--- src/design/text_console_cell_buffer_macros.svh ---
`ifndef TEXT_CONSOLE_CELL_BUFFER_MACROS_SVH
`define TEXT_CONSOLE_CELL_BUFFER_MACROS_SVH

// clocked check that is switched off while reset is held
`define TCCB_ASSERT(label, clk, rstn, prop, msg) \
    label: assert property (@(posedge clk) disable iff (!rstn) prop) else $error(msg);

// clocked check that also covers the reset cycles
`define TCCB_ASSERT_ALWAYS(label, clk, prop, msg) \
    label: assert property (@(posedge clk) prop) else $error(msg);

`endif

--- src/design/tccb_pkg.sv ---
`timescale 1ns / 1ps
`default_nettype none

package tccb_pkg;

    // console action codes
    typedef enum logic [2:0] {
        ACT_CLEAR_ALL = 3'd0,
        ACT_PUT_CHAR  = 3'd1,
        ACT_NEW_LINE  = 3'd2,
        ACT_BACKSPACE = 3'd3,
        ACT_CLEAR_ROW = 3'd4,
        ACT_READ_CELL = 3'd5
    } t_action;

    // sequencer states
    typedef enum logic [3:0] {
        S_INIT,
        S_WIPE,
        S_IDLE,
        S_ADDR,
        S_EXEC,
        S_SCROLL,
        S_SCR_END,
        S_FILL,
        S_DONE
    } t_state;

    // address unit operations
    typedef enum logic [1:0] {
        AGU_HOLD,
        AGU_LOAD,
        AGU_STEP
    } t_agu_op;

    // offset applied on load
    typedef enum logic [1:0] {
        ADJ_NONE,
        ADJ_INC,
        ADJ_DEC
    } t_adj;

    typedef struct packed {
        t_agu_op op;
        t_adj    adj;
    } t_agu_ctl;

    localparam logic [7:0] BLANK   = 8'h20;
    localparam logic [7:0] NL_MARK = 8'h0A;

    localparam int ACTION_W = 3;
    localparam int S_DATA_W = 32;
    localparam int M_DATA_W = 24;

endpackage

`default_nettype wire

--- src/design/tccb_agu.sv ---
`timescale 1ns / 1ps
`default_nettype none

module tccb_agu #(
    parameter int COLUMNS = 80,
    parameter int ROWS    = 25
) (
    input  wire                                 i_clk,
    input  tccb_pkg::t_agu_ctl                  i_ctl,
    input  wire  [$clog2(ROWS)-1:0]             i_row,
    input  wire  [$clog2(COLUMNS)-1:0]          i_col,
    output logic [$clog2(COLUMNS*ROWS+1)-1:0]   o_addr,
    output logic                                o_in_grid
);

    localparam int NCELLS = COLUMNS * ROWS;
    localparam int AW     = $clog2(NCELLS + 1);

    logic [AW-1:0] r_addr;
    logic [AW-1:0] n_addr;
    logic [AW-1:0] w_base;

    // row base from a constant multiply, then column and offset
    always_comb begin
        w_base = AW'(i_row) * AW'(COLUMNS) + AW'(i_col);
        n_addr = r_addr;
        unique case (i_ctl.op)
            tccb_pkg::AGU_LOAD: begin
                unique case (i_ctl.adj)
                    tccb_pkg::ADJ_INC: n_addr = w_base + AW'(1);
                    tccb_pkg::ADJ_DEC: n_addr = w_base - AW'(1);
                    default:           n_addr = w_base;
                endcase
            end
            tccb_pkg::AGU_STEP: n_addr = r_addr + AW'(1);
            default:            n_addr = r_addr;
        endcase
    end

    always_ff @(posedge i_clk) begin
        r_addr <= n_addr;
    end

    assign o_addr    = r_addr;
    assign o_in_grid = (r_addr < AW'(NCELLS));

endmodule

`default_nettype wire

--- config.mk ---
export PLATFORM = sky130hd
export DESIGN_NAME = tccb_agu
export DESIGN_NICKNAME = d
export VERILOG_FILES = /design/src/design/text_console_cell_buffer_macros.svh /design/src/design/tccb_pkg.sv /design/src/design/tccb_agu.sv
export SDC_FILE = /design/constraint.sdc
export NUM_CORES = 1
export LEC_CHECK = 0
export BUFFER_PORTS_ARGS = -buffer_cell sky130_fd_sc_hd__buf_4
export CAP_MARGIN = 20
export CELL_PAD_IN_SITES_DETAIL_PLACEMENT = 0
export CELL_PAD_IN_SITES_GLOBAL_PLACEMENT = 1
export CORE_UTILIZATION = 42
export DETAILED_ROUTE_END_ITERATION = 16
export PLACE_DENSITY_LB_ADDON = 0.1
export SETUP_SLACK_MARGIN = 0.5
export SLEW_MARGIN = 40
export SYNTH_ARGS = -nofsm -noshare
export SYNTH_HDL_FRONTEND = slang
export SYNTH_SLANG_ARGS = --single-unit
export TNS_END_PERCENT = 30
--- constraint.sdc ---
create_clock -name i_clk -period 3.78 [get_ports i_clk]
set_input_delay 0.378 -clock i_clk [delete_from_list [all_inputs] [get_ports i_clk]]
set_output_delay 0.378 -clock i_clk [all_outputs]
set_load 0.005 [all_outputs]
# Word level (Yosys, flattened, before mapping)
# Index checks and enable logic that the tools add are counted.
[classes] n_addsub=4 mul=1 n_lt_le_gt_ge=1 n_eq_ne=4 mux=2 reduce_logical=1
[ops] cell="11-bit case mux with 2 select lines" count=2
[ops] cell="11-bit by 1-bit adder with 11-bit output (second input constant)" count=2
[ops] cell="11-bit by 7-bit adder with 11-bit output" count=1
[ops] cell="11-bit less-than comparator (second input constant)" count=1
[ops] cell="11-bit by 1-bit subtractor with 11-bit output (second input constant)" count=1
[ops] cell="5-bit by 3-bit multiplier with 7-bit output (second input constant)" count=1
[ops] cell="2-bit by 1-bit == test with 1-bit output (second input constant)" count=2
[ops] cell="2-bit == test (second input constant)" count=2
[ops] cell="2-bit nonzero test" count=1
[word_totals] ff_bits=11 input_bits=17 elab_cells=14

# Depth between registers and ports, before layout
[depth] word_depth=5 mapped_depth=13 depth_no_buf=13

# Worst setup path before layout
# Ideal clock, no wire load.
[synth_timing] path_kind="input to register" from="in i_row[1]" to="reg r_addr[10], in the netlist o_addr[10] (data pin)" setup_time_ns=0.258 arrival_time_ns=2.848 slack_ns=0.673 stages=13 cell_sequence="ha_1 -> ha_1 -> inv_1 -> fa_1 -> nor3b_1 -> xor2_1 -> ha_1 -> o21a_1 -> a21oi_2 -> mux2i_1 -> a221oi_2 -> xnor2_1 -> o21ai_1"
[synth_via] elab_chain_cells=5
[synth_lines] element="start, declared" line="tccb_agu.sv:10" rtl="input wire [$clog2(ROWS)-1:0] i_row,"
[synth_lines] element="5-bit by 3-bit multiplier with 7-bit output (*)" line="tccb_agu.sv:25" rtl="w_base = AW'(i_row) * AW'(COLUMNS) + AW'(i_col);"
[synth_lines] element="11-bit by 7-bit adder with 11-bit output (*)" line="tccb_agu.sv:25"
[synth_lines] element="11-bit by 1-bit subtractor with 11-bit output or 11-bit by 1-bit adder with 11-bit output (tied branches)" line="tccb_agu.sv:31, tccb_agu.sv:30"
[synth_lines] element="11-bit case mux with 2 select lines (*)" line="tccb_agu.sv:29" rtl="unique case (i_ctl.adj)"
[synth_lines] element="11-bit case mux with 2 select lines (*)" line="tccb_agu.sv:27" rtl="unique case (i_ctl.op)"
[synth_lines] element="named net n_addr[10]" line="tccb_agu.sv:20" rtl="logic [AW-1:0] n_addr;"
[synth_lines] element="end signal, assigned" line="tccb_agu.sv:41" rtl="r_addr <= n_addr;"
[synth_lines] element="end, declared" line="tccb_agu.sv:19" rtl="logic [AW-1:0] r_addr;"
# Mark *: on every way through the listed nets, which the timed path passes. The rest lies on a longest branch.
# A chain may end at the register's enable or synchronous reset.

# Worst setup path after layout
# Same ends and word-level chain as after synthesis.

==> flow_metrics.env <==
export IMPL_outcome="complete, no violations"
export IMPL_ys_types=39
export IMPL_design_area_um2=1795
export IMPL_crit_reg2reg_launch="o_addr[0]$_DFFE_PP_"
export IMPL_drc=0
export IMPL_path_clk_slew_ns=0.07
export IMPL_worst_hold_path_num_cells=3
export IMPL_dr_first_iter_drc_count=38
export IMPL_slew_limit_headroom=0.5210
export IMPL_ctsHtreeMaxLevel=1
export IMPL_grtUsageTotal=0.1938
export IMPL_rr_endpoint="o_addr[8]$_DFFE_PP_"
export IMPL_cts_hold_buffers=0
export IMPL_synth_yosys_warnings=0
export IMPL_clk_latency_ns=0.26
export IMPL_synth_most_common_cell="ha_1"
export IMPL_rows=21
export IMPL_ys_seq_area_frac=0.2262
export IMPL_criticalPathCategory="in -> reg"
export IMPL_timing_fmax_mhz=323.6
export IMPL_grt_util_met1=0.2654
export IMPL_place_hpwl_mm=2.558
export IMPL_grt_pass1_wl_mm=5.382
export IMPL_grt_max_degree=21
export IMPL_crit_path_max_fanout=4
export IMPL_ir_drop_uv=106.1
export IMPL_cts_root_buf="clkbuf_4"
export IMPL_synth_edf_count=11
export IMPL_finClkSkew_ns=0.005467
export IMPL_netlist_area_um2=1460
export IMPL_syn_inst=163
export IMPL_start_util=0.4376
export IMPL_setup_viol=0
export IMPL_rsz0062_at_grt="no"
export IMPL_via_count=1243
export IMPL_worstSetupStartpointType="input pin"
export IMPL_drive_above_1_share=0.2268
export IMPL_cts_sinks=11
export IMPL_die_width_um=60.96
export IMPL_r2r_slack_ns=2.08
export IMPL_ys_ff_latch=11
export IMPL_use_met3=0.008529
export IMPL_placed_area_um2=1714
export IMPL_cts_buffers=3
export IMPL_area_growth_pct=22.96
export IMPL_antenna_found_initial=0
export IMPL_cts_buffer_depth=2
export IMPL_async_flop_share=0
export IMPL_cts_tree="built"
export IMPL_dieArea_um2=3716
export IMPL_p_leak_nw=0.8178
export IMPL_hold_class="in -> reg"
export IMPL_avgSynthCellArea_um2=8.958
export IMPL_tns_ns=0
export IMPL_synth_common_cells="ha_1, inv_1, xnor2_1, edfxtp_1, nand2_1"
export IMPL_critPathArrivalTime_ns=3.08
export IMPL_synth_top_area_frac=0.2262
export IMPL_yosysTopAreaCell="edfxtp_1"
export IMPL_max_cap_violations=0
export IMPL_power_mw=0.6266
export IMPL_io_pins=29
export IMPL_drtPass1Iterations=4
export IMPL_r2r_worst_path_cells=7
export IMPL_period_minus_slack_ns=3.090
export IMPL_gp_congestion=0.8750
export IMPL_viasPerCell=5.179
export IMPL_final_nets=236
export IMPL_syn_nets=204
export IMPL_antenna_cells=0
export IMPL_overflow=0
export IMPL_grt_pass1_vias=1207
export IMPL_min_delay_start="i_col[3]"
export IMPL_wl_per_cell_um=13.37
export IMPL_io_buffers=28
export IMPL_p_per_area_nw_per_um2=349.0
export IMPL_ant_nets=0
export IMPL_drv_slew=0
export IMPL_busiest_layer="met2"
export IMPL_cp_required_ns=3.77
export IMPL_grtUsageMet2=0.3234
export IMPL_largest_reg_flops=11
export IMPL_routed_wl_mm=3.208
export IMPL_core_area_um2=3337
export IMPL_end_kind="flop"
export IMPL_ys_flop_type="edfxtp_1"
export IMPL_worst_pin_slew_ns=0.7184
export IMPL_finalHoldViolCount=0
export IMPL_layout_worst_path_cycle_share=0.8174
export IMPL_die_h_um=60.96
export IMPL_worstHoldEndpoint="o_addr[3]$_DFFE_PP_"
export IMPL_synth_top_cells_by_area="edfxtp_1, ha_1, xnor2_1"
-- metal layers --
metal	part of all wire	routed length, µm	up-vias
li1	-	-	650
met1	0.48	1527	558
met2	0.49	1563	33
met3	0.033	106	2
met4	0.0031	10	0
met5	0	0	-
-- where the power goes --
part | switching (mW) | internal, mW | total (mW)
combinational | 0.175 | 0.179 | 0.354
clock | 0.0362 | 0.0407 | 0.0769
sequential | 0.0253 | 0.170 | 0.195
-- placed cells by master (no fill, tap or decap), types with 3 or more instances in the layout --
cell type  instances
buf_4             30
ha_1              18
inv_1             16
xnor2_1           14
nand2_1           11
edfxtp_1          11
a21oi_1           10
nor2_1            10
a21o_1             7
xor2_1             7
nand3_1            5
o21ai_0            4
nor3_1             4
nor2b_1            3
o2111ai_1          3
mux2i_1            3
fa_1               3
clkbuf_4           3
-- cells by family after synthesis --
kind of cell | count (synthesis) | synth area share
xor+xnor | 22 | 0.1320
compound gates | 40 | 0.1920
fa+ha+maj | 24 | 0.2211
flops | 11 | 0.2262
buf+inv | 19 | 0.05056
simple gates | 42 | 0.1423
mux | 5 | 0.03599
-- per-stage QoR --
stage	util	setup WS, ns	hold slack (ns)	instances
CTS	0.5216	0.6079	0.5111	238
global placement	0.5137	0.3948	0.6241	234
global route	0.5381	0.5178	0.5202	240
finish	0.5381	0.6902	0.5129	240
floorplan	-	0.6732	0.6190	163
detailed placement	0.5137	0.3538	0.6279	234
-- layout make-up --
| class | instances | area (µm²) |
|---|---|---|
| fill | 324 | 1541 |
| multi-input combinational | 133 | 1096 |
| sequential | 11 | 330.3 |
| timing repair buffer | 30 | 225.2 |
| inverter | 16 | 60.06 |
| tap | 46 | 57.56 |
| clock buffer | 4 | 26.28 |
-- what timing repair did --
action / CTS / global route
endpoints found under the setup margin: 0 / 1
buffers inserted: 0 / 2
resized for setup: 0 / 6
-- worst max-delay path by stage --
stage                        start                   end  slack (ns)  depth (start not counted)
final                     i_row[1]  o_addr[10]$_DFFE_PP_        0.69                         14
after global routing      i_row[0]  o_addr[10]$_DFFE_PP_        0.52                         12
after CTS                 i_row[1]  o_addr[10]$_DFFE_PP_        0.61                         14
after detailed placement  i_row[1]  o_addr[10]$_DFFE_PP_        0.35                         14
after global placement    i_row[1]  o_addr[10]$_DFFE_PP_        0.39                         14
after floorplan           i_row[1]  o_addr[10]$_DFFE_PP_        0.67                         13
-- critical path, cell delays in order --
cell and delay [ns]:
buf_4 0.13, ha_4 0.25, ha_2 0.17, inv_1 0.05, fa_1 0.48, nor3b_2 0.20
xor2_1 0.21, ha_1 0.30, o21a_1 0.14, a21oi_2 0.16, mux2i_1 0.11, a221oi_2 0.29
xnor2_1 0.14, o21ai_1 0.07
No activity file was read; power rests on OpenSTA's default activity.
